$ cat src/design/tam_pkg.sv
// Shared types and constants for the tremolo amplitude modulator.
package tam_pkg;

    localparam int PERIOD_W = 20;
    localparam int QUOT_W   = 16;
    localparam int SAMPLE_W = 16;
    localparam int DEPTH_W  = 16;
    localparam int GAIN_W   = 17;
    localparam int GS_W     = 18;
    localparam int CFG_IDX_W  = 2;
    localparam int CFG_DATA_W = 20;

    typedef logic [CFG_IDX_W-1:0] t_cfg_idx;

    localparam t_cfg_idx CFG_HALF_CYCLE = 2'd0;
    localparam t_cfg_idx CFG_WAVE_MODE  = 2'd1;
    localparam t_cfg_idx CFG_DEPTH      = 2'd2;

    typedef logic [1:0] t_wave;

    localparam t_wave WAVE_SQUARE   = 2'd0;
    localparam t_wave WAVE_TRIANGLE = 2'd1;
    localparam t_wave WAVE_PARABOLA = 2'd2;
    localparam t_wave WAVE_HALF     = 2'd3;

    localparam logic [PERIOD_W-1:0] RST_HALF_CYCLE = 20'd24000;
    localparam t_wave               RST_WAVE_MODE  = WAVE_TRIANGLE;
    localparam logic [DEPTH_W-1:0]  RST_DEPTH      = 16'd32768;

    // Divider result seen by the sequencer
    typedef struct packed {
        logic              done;
        logic [QUOT_W-1:0] quot;
    } t_div_res;

endpackage

$ cat src/design/tam_div.sv
// Bit-serial restoring divider forming floor(pos * 2^16 / period), one quotient bit a cycle.
module tam_div
    import tam_pkg::*;
(
    input  logic                i_clk,
    input  logic                i_rst_n,
    input  logic                i_start,
    input  logic [PERIOD_W-1:0] i_dividend,
    input  logic [PERIOD_W-1:0] i_divisor,
    output t_div_res            o_res
);

    localparam int STEP_CW = $clog2(QUOT_W);

    logic                r_busy;
    logic                r_done;
    logic [STEP_CW-1:0]  r_cnt;
    logic [PERIOD_W-1:0] r_rem;
    logic [PERIOD_W-1:0] r_div;
    logic [QUOT_W-1:0]   r_quot;

    logic [PERIOD_W:0]   n_shift;
    logic [PERIOD_W:0]   n_diff;
    logic                n_ge;

    // Remainder stays below the divisor, so the doubled value fits one extra bit
    always_comb begin
        n_shift = {r_rem, 1'b0};
        n_diff  = n_shift - {1'b0, r_div};
        n_ge    = (n_shift >= {1'b0, r_div});
    end

    always_ff @(posedge i_clk) begin
        if (!i_rst_n) begin
            r_busy <= 1'b0;
            r_done <= 1'b0;
            r_cnt  <= '0;
        end else begin
            if (i_start) begin
                r_busy <= 1'b1;
                r_done <= 1'b0;
                r_cnt  <= '0;
                r_rem  <= i_dividend;
                r_div  <= i_divisor;
            end else if (r_busy) begin
                r_rem  <= n_ge ? n_diff[PERIOD_W-1:0] : n_shift[PERIOD_W-1:0];
                r_quot <= {r_quot[QUOT_W-2:0], n_ge};
                r_cnt  <= r_cnt + 1'b1;
                r_done <= (r_cnt == STEP_CW'(QUOT_W - 1));
                if (r_cnt == STEP_CW'(QUOT_W - 1)) begin
                    r_busy <= 1'b0;
                end
            end else begin
                r_done <= 1'b0;
            end
        end
    end

    assign o_res.done = r_done;
    assign o_res.quot = r_quot;

endmodule

$ cat src/design/tremolo_amplitude_modulator_top.sv
// Tremolo amplitude modulator: oscillator position, serial divide, gain and sample scaling.
//
//   channel | direction | handshake                  | payload
//   --------+-----------+----------------------------+------------------------------------
//   in      | input     | i_in_valid / o_in_ready    | i_sample_in, i_block_end_in
//   out     | output    | o_out_valid / i_out_ready  | o_sample_out, o_block_end_out
//   cfg     | input     | i_cfg_valid / o_cfg_ready  | i_cfg_index, i_cfg_data
//
// Each sample passes the 16-step restoring divide of the oscillator fraction;
// ST_DIV then latches the fraction, ST_SQ and ST_GAIN form the gain, ST_MUL forms
// the product, and ST_OUT writes the result once the output register is free.
// A new sample is taken once the previous one has left the arithmetic, even while
// its result still waits in the output register.
// Synchronous active-low reset restores the register defaults and zeroes the position.
// The cfg port is always ready.
module tremolo_amplitude_modulator_top
    import tam_pkg::*;
#(
    parameter int COUNT_WIDTH = 20
) (
    input  logic                  i_clk,
    input  logic                  i_rst_n,
    input  logic                  i_in_valid,
    output logic                  o_in_ready,
    input  logic [SAMPLE_W-1:0]   i_sample_in,
    input  logic                  i_block_end_in,
    output logic                  o_out_valid,
    input  logic                  i_out_ready,
    output logic [SAMPLE_W-1:0]   o_sample_out,
    output logic                  o_block_end_out,
    input  logic                  i_cfg_valid,
    output logic                  o_cfg_ready,
    input  t_cfg_idx              i_cfg_index,
    input  logic [CFG_DATA_W-1:0] i_cfg_data
);

    localparam int EW = (COUNT_WIDTH > PERIOD_W) ? COUNT_WIDTH : PERIOD_W;

    typedef enum logic [2:0] {
        ST_IDLE,
        ST_DIV,
        ST_SQ,
        ST_GAIN,
        ST_MUL,
        ST_OUT
    } t_state;

    t_state r_state;

    logic [PERIOD_W-1:0]     r_half_cycle;
    t_wave                   r_wave_mode;
    logic [DEPTH_W-1:0]      r_depth;
    logic [COUNT_WIDTH-1:0]  r_phase;

    logic signed [SAMPLE_W-1:0] r_sample;
    logic                       r_block_end;
    logic                       r_low_half;
    logic [QUOT_W-1:0]          r_u;
    logic [GAIN_W-1:0]          r_gain;
    logic [GS_W-1:0]            r_gs;
    logic signed [34:0]         r_prod;
    logic                       r_out_valid;
    logic [SAMPLE_W-1:0]        r_sample_out;
    logic                       r_block_end_out;

    logic [PERIOD_W-1:0]    n_period;
    logic [EW-1:0]          n_pos_ext;
    logic [EW-1:0]          n_pos_red;
    logic [COUNT_WIDTH-1:0] n_pos_inc;
    logic [EW-1:0]          n_inc_ext;
    logic [COUNT_WIDTH-1:0] n_phase;
    logic                   n_accept;

    logic signed [17:0]     n_t;
    logic signed [35:0]     n_tsq;
    logic [GAIN_W-1:0]      n_gain;
    logic [32:0]            n_gd;
    logic signed [34:0]     n_prod;
    logic signed [34:0]     n_adj;
    logic signed [34:0]     n_quo;
    logic [SAMPLE_W-1:0]    n_sat;

    t_div_res w_div;

    assign n_accept = i_in_valid && o_in_ready;

    // Oscillator position: fold back to zero when at or past the period
    always_comb begin
        n_period  = (r_half_cycle == '0) ? PERIOD_W'(1) : r_half_cycle;
        n_pos_ext = EW'(r_phase);
        n_pos_red = (n_pos_ext >= EW'(n_period)) ? '0 : n_pos_ext;
        n_pos_inc = n_pos_red[COUNT_WIDTH-1:0] + 1'b1;
        n_inc_ext = EW'(n_pos_inc);
        n_phase   = (n_inc_ext >= EW'(n_period)) ? '0 : n_pos_inc;
    end

    tam_div u_div (
        .i_clk      (i_clk),
        .i_rst_n    (i_rst_n),
        .i_start    (n_accept),
        .i_dividend (n_pos_red[PERIOD_W-1:0]),
        .i_divisor  (n_period),
        .o_res      (w_div)
    );

    always_comb begin
        n_t   = $signed({1'b0, r_u, 1'b0}) - 18'sd65536;
        n_tsq = n_t * n_t;
        case (r_wave_mode)
            WAVE_SQUARE:   n_gain = r_low_half ? GAIN_W'(0) : GAIN_W'(65536);
            WAVE_TRIANGLE: n_gain = {1'b0, r_u};
            WAVE_PARABOLA: n_gain = GAIN_W'(65536) - {1'b0, n_tsq[32:17]};
            default:       n_gain = GAIN_W'(32768);
        endcase
        n_gd   = r_gain * r_depth;
        n_prod = r_sample * $signed({1'b0, r_gs});
        // Truncate toward zero, then clamp to the sample range
        n_adj  = r_prod + (r_prod[34] ? 35'sd65535 : 35'sd0);
        n_quo  = n_adj >>> 16;
        if (n_quo > 35'sd32767) begin
            n_sat = 16'h7FFF;
        end else if (n_quo < -35'sd32768) begin
            n_sat = 16'h8000;
        end else begin
            n_sat = n_quo[SAMPLE_W-1:0];
        end
    end

    always_ff @(posedge i_clk) begin
        if (!i_rst_n) begin
            r_half_cycle <= RST_HALF_CYCLE;
            r_wave_mode  <= RST_WAVE_MODE;
            r_depth      <= RST_DEPTH;
        end else if (i_cfg_valid) begin
            unique case (i_cfg_index)
                CFG_HALF_CYCLE: r_half_cycle <= i_cfg_data[PERIOD_W-1:0];
                CFG_WAVE_MODE:  r_wave_mode  <= i_cfg_data[1:0];
                CFG_DEPTH:      r_depth      <= i_cfg_data[DEPTH_W-1:0];
                default:        ;
            endcase
        end
    end

    always_ff @(posedge i_clk) begin
        if (!i_rst_n) begin
            r_state     <= ST_IDLE;
            r_phase     <= '0;
            r_out_valid <= 1'b0;
        end else begin
            // Drop valid once taken, unless a new result replaces it this cycle
            if (r_out_valid && i_out_ready && r_state != ST_OUT) begin
                r_out_valid <= 1'b0;
            end
            unique case (r_state)
                ST_IDLE: begin
                    if (n_accept) begin
                        r_sample    <= $signed(i_sample_in);
                        r_block_end <= i_block_end_in;
                        r_low_half  <= (n_pos_red < EW'(n_period >> 1));
                        r_phase     <= n_phase;
                        r_state     <= ST_DIV;
                    end
                end
                ST_DIV: begin
                    if (w_div.done) begin
                        r_u     <= w_div.quot;
                        r_state <= ST_SQ;
                    end
                end
                ST_SQ: begin
                    r_gain  <= n_gain;
                    r_state <= ST_GAIN;
                end
                ST_GAIN: begin
                    r_gs    <= n_gd[32:15];
                    r_state <= ST_MUL;
                end
                ST_MUL: begin
                    r_prod  <= n_prod;
                    r_state <= ST_OUT;
                end
                ST_OUT: begin
                    // Hold until the output register is free
                    if (!r_out_valid || i_out_ready) begin
                        r_out_valid     <= 1'b1;
                        r_sample_out    <= n_sat;
                        r_block_end_out <= r_block_end;
                        r_state         <= ST_IDLE;
                    end
                end
                default: r_state <= ST_IDLE;
            endcase
        end
    end

    assign o_in_ready      = (r_state == ST_IDLE);
    assign o_out_valid     = r_out_valid;
    assign o_sample_out    = r_sample_out;
    assign o_block_end_out = r_block_end_out;
    assign o_cfg_ready     = 1'b1;

endmodule

$ cat config.mk
export PLATFORM = sky130hd
export DESIGN_NAME = tremolo_amplitude_modulator_top
export DESIGN_NICKNAME = d
export VERILOG_FILES = /design/src/design/tam_pkg.sv /design/src/design/tam_div.sv /design/src/design/tremolo_amplitude_modulator_top.sv
export SDC_FILE = /design/constraint.sdc
export NUM_CORES = 2
export LEC_CHECK = 0
export ABC_AREA = 1
export BUFFER_PORTS_ARGS = -buffer_cell sky130_fd_sc_hd__buf_4
export CELL_PAD_IN_SITES_DETAIL_PLACEMENT = 1
export CELL_PAD_IN_SITES_GLOBAL_PLACEMENT = 1
export CORE_AREA = 4 4 296 298
export DETAILED_ROUTE_END_ITERATION = 10
export DIE_AREA = 0 0 300 302
export PLACE_DENSITY_LB_ADDON = 0.1
export RECOVER_POWER = 25
export SLEW_MARGIN = 20
export SYNTH_ARGS = -nofsm -noshare
export SYNTH_HDL_FRONTEND = slang
export SYNTH_SLANG_ARGS = --single-unit
export TNS_END_PERCENT = 5
$ cat constraint.sdc
create_clock -name i_clk -period 7.29 [get_ports i_clk]
set_clock_uncertainty 0.15 [all_clocks]
set_input_delay 1.458 -clock i_clk [delete_from_list [all_inputs] [get_ports i_clk]]
set_output_delay 1.458 -clock i_clk [all_outputs]
set_load 0.01 [all_outputs]
# Word level (Yosys, flattened, before mapping)
# Cells that the tools add are included.
# word_totals
elab_cells	99
in_bits	44
reg_bits	245
out_inout_bits	20
# op_classes
bitwise_logic	3
mux	20
add_sub_neg	6
n_eq_ne	14
n_mul	3
order_cmp	6
n_reduce_logical	26
# ops
op	n
20-bit two-way mux	6
17-bit case mux with 3 select lines	1
20-bit >= comparator	2
35-bit by 17-bit adder with 35-bit output	1
16-bit by 19-bit multiplier with 35-bit output	1
17-bit by 16-bit multiplier with 33-bit output	1
18-bit by 18-bit multiplier with 33-bit output	1
16-bit two-way mux	2
21-bit by 20-bit >= comparator with 1-bit output	1
20-bit by 1-bit adder with 20-bit output, second input constant	1
20-bit zero test	1
20-bit by 19-bit < comparator with 1-bit output	1
20-bit subtractor	1
19-bit by 16-bit greater-than comparator with 1-bit output, second input constant	1
19-bit by 16-bit < comparator with 1-bit output, second input constant	1
3-bit case mux with 6 select lines	1
2-bit AND reduction	9
17-bit by 17-bit subtractor with 18-bit output, second input constant	1
17-bit two-way mux	1
17-bit by 16-bit subtractor with 17-bit output, first input constant	1
3-bit AND reduction	5
3-bit two-way mux	3
3-bit by 2-bit equality test with 1-bit output, second input constant	2
3-bit equality test, second input constant	2
18 further kinds	31

# Depth between registers and ports, before layout
# logic_depth
depth_word	7
depth_mapped	37
ltp_nobuf	35

# Modules after synthesis
# A second synthesis with hierarchy kept.
# hier_totals
cells_unflattened	5249
area_unflattened_um2	42082.9
# modules_own_cells
module	cells_each	seq_area_each_um2	area_per_inst_um2	n_inst
tremolo_amplitude_modulator_top	4761	4874.7	38181.6	1
tam_div	488	1801.7	3901.2	1

# Least setup slack after synthesis
# Ideal clock, no wire load.
# synth_path
path_type	register to register
from	register r_u[7]
to	register r_gain[10], data pin
t_required_ps	6888
period_less_slack_ps	6466
t_arrival_ps	6064
path_stages_with_launch	33
setup_time_ps	252
slack_ps	824
path_cell_list	edfxtp_1 clkbuf_1 clkbuf_1 nand2_1 fa_1 inv_1 fa_1 inv_1 fa_1 inv_1 fa_1 fa_1 inv_1 fa_1 inv_1 ha_1 nand2_1 nor2_1 and3_1 nand2_1 nand2_1 nand2_1 nand2_1 ha_1 nand3_1 nor2_1 nand2_1 nor2_2 nand2_1 nand2_1 o21ai_1 nand2_1 nand2_1
# synth_via
elab_chain_len	4
# synth_rtl
item	line_no	source
start, declared	tremolo_amplitude_modulator_top.sv:58	logic [QUOT_W-1:0] r_u;
start signal, assigned	tremolo_amplitude_modulator_top.sv:166	r_u <= w_div.quot;
17-bit by 17-bit subtractor with 18-bit output	tremolo_amplitude_modulator_top.sv:107	n_t = $signed({1'b0, r_u, 1'b0}) - 18'sd65536;
18-bit by 18-bit multiplier with 33-bit output	tremolo_amplitude_modulator_top.sv:108	n_tsq = n_t * n_t;
17-bit by 16-bit subtractor with 17-bit output	tremolo_amplitude_modulator_top.sv:112	WAVE_PARABOLA: n_gain = GAIN_W'(65536) - {1'b0, n_tsq[32:17]};
17-bit case mux with 3 select lines	tremolo_amplitude_modulator_top.sv:109	case (r_wave_mode)
net n_gain[10]	tremolo_amplitude_modulator_top.sv:76	logic [GAIN_W-1:0] n_gain;
end signal, assigned	tremolo_amplitude_modulator_top.sv:171	r_gain <= n_gain;
end, declared	tremolo_amplitude_modulator_top.sv:59	logic [GAIN_W-1:0] r_gain;
# The timed path passes the listed nets, and every way through them passes these cells.
# A chain may end at the register's enable or synchronous reset.

# Worst setup path in the final report
# layout_path
from	register r_u[6]
to	register r_gain[15], data pin
# Same word-level chain as after synthesis.

==> summary.json <==
{
  "result_of_the_run": {"value": "finished, violations left"},
  "failed_checks": {"value": "max-capacitance violations, max-slew violations"},
  "grt_start_max_net_pins": {"value": 36},
  "grt_pass1_vias": {"value": 36800},
  "gp_congestion": {"value": 0.936},
  "holdCritStartpoint": {"value": "r_half_cycle[3]$_SDFFE_PN0P_"},
  "detailedRoute.firstIterationViolations": {"value": 1960},
  "cp_data_required_time": {"value": 7.52, "unit": "ns"},
  "count_of_vias_placed_by_the_detailed_router": {"value": 33900},
  "post_synth_instance_area": {"value": 42100, "unit": "µm²"},
  "area_delta_synth_final": {"value": 6.93, "unit": "%"},
  "worstSetupStartpointType": {"value": "flip-flop"},
  "antenna-diode-count": {"value": 0},
  "worstPathArrival": {"value": 7.16, "unit": "ns"},
  "synth_fp_nets": {"value": 6427},
  "rrSetupSlack": {"value": 0.36, "unit": "ns"},
  "fmaxAchievable": {"value": 0.144, "unit": "GHz"},
  "worst-setup-path-type": {"value": "reg2reg"},
  "die_x": {"value": 300, "unit": "µm"},
  "non_filler_instance_count_after_layout": {"value": 6455},
  "netlist_instances": {"value": 5291},
  "maxSlewHeadroom": {"value": -16.7, "unit": "%"},
  "p_sw": {"value": 4.16, "unit": "mW"},
  "cts-root-buf": {"value": "sky130_fd_sc_hd__clkbuf_16"},
  "maxSlewViolCount": {"value": 36},
  "viasPerCell": {"value": 5.25},
  "filler_cell_count": {"value": 10600},
  "grt_util_all_layers": {"value": 28.1, "unit": "%"},
  "design.die.area": {"value": 90600, "unit": "µm²"},
  "drc": {"value": 0},
  "clock_latency": {"value": 0.64, "unit": "ns"},
  "route.detailed.wl_per_inst": {"value": 19.3, "unit": "µm"},
  "hpwl": {"value": 105, "unit": "mm"},
  "cts_tree": {"value": "done"},
  "synth_sequential_area_ratio": {"value": 15.8, "unit": "%"},
  "clock_tree.buffer_depth": {"value": 3},
  "count_of_final_hold_check_violations": {"value": 0},
  "die_h": {"value": 302, "unit": "µm"},
  "finish_stage_setup_viols": {"value": 0},
  "ys.warnings.count": {"value": 0},
  "ys_seq_elements": {"value": 245},
  "pre_cts_slack": {"value": 0.255, "unit": "ns"},
  "power_frac_seq": {"value": 21.7, "unit": "%"},
  "synth_top_family_by_area": {"value": "adder cells"},
  "ios": {"value": 64},
  "worst_hold_path.endpoint": {"value": "u_div.r_div[3]$_DFFE_PP_"},
  "report.power.total": {"value": 8.56, "unit": "mW"},
  "drive_gt1_share": {"value": 5.01, "unit": "%"},
  "tritoncts_num_sinks": {"value": 245},
  "avg_inst_size_synth": {"value": 7.96, "unit": "µm²"},
  "timing.final.ws_setup": {"value": 0.361, "unit": "ns"},
  "worstSetupEndpointType": {"value": "flip-flop"},
  "num-nets-final": {"value": 6422},
  "synthesized_area_fraction_occupied_by_ao_oa_aoi_and_oai_cells": {"value": 5.74, "unit": "%"},
  "antenna_found_initial": {"value": 1},
  "worstReg2RegEnd": {"value": "r_gain[15]$_DFFE_PP_"},
  "initial_utilization": {"value": 49.6, "unit": "%"},
  "clk_pin_slew": {"value": 0.07, "unit": "ns"},
  "share_of_synthesized_cell_area_in_full_adder_half_adder_and_majority_cells": {"value": 44.4, "unit": "%"},
  "dp_cell_count": {"value": 6383},
  "r2r-start": {"value": "r_u[6]$_DFFE_PP_"},
  "first_pass_grt_wire_length": {"value": 201, "unit": "mm"},
  "power_frac_clock": {"value": 19.1, "unit": "%"},
  "cts-htree-levels": {"value": 1},
  "core": {"value": 84900, "unit": "µm²"},
  "drt_first_pass_iters": {"value": 6},
  "hold-path-cell-count": {"value": 0},
  "min_clock_period_post_route": {"value": 6.93, "unit": "ns"},
  "maxCapViolCount": {"value": 2},
  "synth.lib_cells_used.distinct": {"value": 60},
  "power_per_cell_area": {"value": 190, "unit": "nW/µm²"},
  "synth_area_in_simple_gates": {"value": 17.7, "unit": "%"},
  "synth_edf_count": {"value": 177},
  "placement_rows": {"value": 107},
  "synthMuxAreaShare": {"value": 0, "unit": "%"},
  "final.period_utilization": {"value": 95.0, "unit": "%"},
  "swShare": {"value": 48.7, "unit": "%"},
  "grt.overflow.total": {"value": 0},
  "cts_inserted_buffers": {"value": 31},
  "worstHoldPathType": {"value": "reg2reg"},
  "power_frac_comb": {"value": 59.3, "unit": "%"},
  "synthFlopType": {"value": "sky130_fd_sc_hd__edfxtp_1"},
  "internal_power": {"value": 4.39, "unit": "mW"},
  "async_set_or_reset_register_ratio_after_synthesis": {"value": 0, "unit": "%"},
  "static-leakage-power": {"value": 24.0, "unit": "nW"},
  "timing_worst_slew_pin_value": {"value": 1.74, "unit": "ns"},
  "antenna_left": {"value": 0},
  "detail_route.wirelength": {"value": 124, "unit": "mm"},
  "synthXorXnorAreaFrac": {"value": 2.09, "unit": "%"},
  "ir_drop": {"value": 429, "unit": "µV"},
  "crit_fanout": {"value": 8},
  "worstRegToRegCells": {"value": 22},
  "io_buffer_count": {"value": 62}
}
## routing by layer
metal  vias to the layer above  GRT usage, %  part of all wire [%]
met5                         -             0                 0.010
met4                         2          5.43                   2.1
met3                       137          4.10                   5.9
met2                       765          45.7                    46
met1                     17200          40.5                    46
li1                      15800             -                     -
## cell usage after synthesis (2+ instances only)
cell	count	share of area, %
sky130_fd_sc_hd__o21ai_0	144	1.7
sky130_fd_sc_hd__a21oi_1	190	2.3
sky130_fd_sc_hd__nand2_2	4	0.059
sky130_fd_sc_hd__nand2_1	1301	12
sky130_fd_sc_hd__nor2_4	5	0.13
sky130_fd_sc_hd__dfxtp_1	68	3.2
sky130_fd_sc_hd__buf_4	4	0.071
sky130_fd_sc_hd__ha_1	421	13
sky130_fd_sc_hd__o22ai_1	9	0.13
sky130_fd_sc_hd__nor3_1	33	0.39
sky130_fd_sc_hd__nor2_1	258	2.3
sky130_fd_sc_hd__buf_1	13	0.12
sky130_fd_sc_hd__edfxtp_1	177	13
sky130_fd_sc_hd__nor2_2	15	0.22
sky130_fd_sc_hd__inv_2	4	0.036
sky130_fd_sc_hd__clkbuf_1	170	1.5
sky130_fd_sc_hd__nand3_1	123	1.5
sky130_fd_sc_hd__o211ai_1	15	0.27
sky130_fd_sc_hd__buf_2	5	0.059
sky130_fd_sc_hd__o21bai_1	15	0.27
sky130_fd_sc_hd__o31ai_1	2	0.036
sky130_fd_sc_hd__o21ai_1	7	0.083
sky130_fd_sc_hd__nand3b_1	4	0.071
sky130_fd_sc_hd__inv_1	1380	12
sky130_fd_sc_hd__o21a_1	9	0.16
sky130_fd_sc_hd__xnor2_1	36	0.75
sky130_fd_sc_hd__nand4_1	43	0.64
sky130_fd_sc_hd__nand3_2	3	0.071
sky130_fd_sc_hd__buf_6	3	0.080
sky130_fd_sc_hd__fa_1	671	32
sky130_fd_sc_hd__a21o_1	11	0.20
sky130_fd_sc_hd__and2_1	10	0.15
sky130_fd_sc_hd__nor3b_1	3	0.053
sky130_fd_sc_hd__a221oi_1	6	0.12
sky130_fd_sc_hd__xor2_2	2	0.077
sky130_fd_sc_hd__nor4_1	15	0.22
sky130_fd_sc_hd__a211oi_1	5	0.089
sky130_fd_sc_hd__a31oi_1	7	0.10
sky130_fd_sc_hd__or2_2	17	0.25
sky130_fd_sc_hd__a21boi_0	4	0.071
sky130_fd_sc_hd__xor2_1	59	1.2
sky130_fd_sc_hd__a21oi_2	2	0.042
## worst max path at each step
stage | startpoint | to | cells after the start
final | r_u[6]$_DFFE_PP_ | r_gain[15]$_DFFE_PP_ | 22
after detailed placement | r_u[7]$_DFFE_PP_ | r_gain[10]$_DFFE_PP_ | 31
after floorplan | r_u[7]$_DFFE_PP_ | r_gain[10]$_DFFE_PP_ | 32
after global placement | r_u[7]$_DFFE_PP_ | r_gain[10]$_DFFE_PP_ | 31
after global routing | r_u[6]$_DFFE_PP_ | r_gain[13]$_DFFE_PP_ | 26
after CTS | r_u[7]$_DFFE_PP_ | r_gain[10]$_DFFE_PP_ | 31
## stage by stage
| stage | util, % | area, µm² | TNS (ns) | hold slack, ns |
|---|---|---|---|---|
| 3_3_place_gp | 51.7 | 43900 | 0 | 0.263 |
| 3_5_place_dp | 51.7 | 43900 | 0 | 0.270 |
| 6_report | 53.1 | 45000 | 0 | 0.285 |
| 4_1_cts | 53.0 | 44900 | 0 | 0.285 |
| 2_1_floorplan | - | 42100 | 0 | 0.250 |
| 5_1_grt | 53.1 | 45000 | -0.0211 | 0.297 |
## critical path: stages (launching register included)
cell                       delay [ns]
sky130_fd_sc_hd__edfxtp_1        0.52
sky130_fd_sc_hd__inv_1           0.22
sky130_fd_sc_hd__nor2_1          0.27
sky130_fd_sc_hd__inv_1           0.10
sky130_fd_sc_hd__fa_1            0.51
sky130_fd_sc_hd__fa_2            0.69
sky130_fd_sc_hd__fa_1            0.48
sky130_fd_sc_hd__fa_1            0.56
sky130_fd_sc_hd__inv_1           0.06
sky130_fd_sc_hd__fa_1            0.53
sky130_fd_sc_hd__fa_1            0.46
sky130_fd_sc_hd__ha_1            0.45
sky130_fd_sc_hd__nand2_1         0.15
sky130_fd_sc_hd__nor2_1          0.16
sky130_fd_sc_hd__inv_1           0.08
sky130_fd_sc_hd__nor3_1          0.22
sky130_fd_sc_hd__nand2_1         0.15
sky130_fd_sc_hd__nand3_1         0.12
sky130_fd_sc_hd__a21boi_0        0.11
sky130_fd_sc_hd__xor2_1          0.40
sky130_fd_sc_hd__nand3_1         0.14
sky130_fd_sc_hd__nand3_1         0.10
sky130_fd_sc_hd__nand2_1         0.05
## layout by cell type (no fill, tap or decap), drive strengths merged, types with 16 or more instances in the layout
cell type	n
a21oi	192
buf	133
clkbuf	61
dfxtp	68
edfxtp	177
fa	671
ha	421
inv	1388
nand2	1305
nand3	126
nand4	44
nor2	278
nor3	34
o21ai	152
o21bai	16
or2	18
xnor2	37
xor2	61
## power by group through the flow
stage               sequential (mW)  clock (mW)  combinational [mW]
finish                         1.86        1.63                5.07
CTS                            1.85        1.66                5.02
floorplan                      1.82           0                3.32
global route                   1.86        1.72                5.67
detailed placement             1.88           0                4.98
global placement               1.88           0                4.82
## flip-flops by register name (all words and copies together), names as in the netlist, 17 cells and up
register / cells
n_pos_ext: 20
r_gain: 17
r_half_cycle: 20
r_prod: 35
u_div.r_div: 20
r_gs: 18
u_div.r_rem: 20
## what timing repair did
item | 4_1_cts | 5_1_grt
endpoints found under the setup margin | 0 | 8
hold buffers | 0 | 0
setup buffers | 0 | 14
resized for setup | 0 | 8
endpoints found under the hold margin | 0 | 0
## final cells by class
cell class	count	area (µm²)	area share (%)
well taps	1144	1430	3.18
flip-flops and latches	245	6680	14.8
clock inverters	21	231	0.514
clock buffers	37	818	1.82
multi-input cells	3466	29500	65.5
repair buffers	157	1180	2.62
inverters	1385	5200	11.5
## kinds of logic (layout without fill, tap and decap cells)
| kind of cell | count (synthesis) | count (layout) |
|---|---|---|
| XOR/XNOR | 98 | 98 |
| flip-flops | 245 | 245 |
| other | 1 | 1 |
| AND/OR/NAND/NOR | 1840 | 1840 |
| adder cells (fa/ha/maj) | 1092 | 1092 |
| buffers and inverters | 1580 | 1600 |
| AO/OA/AOI/OAI | 435 | 435 |
(Power assumes the default switching activity.)
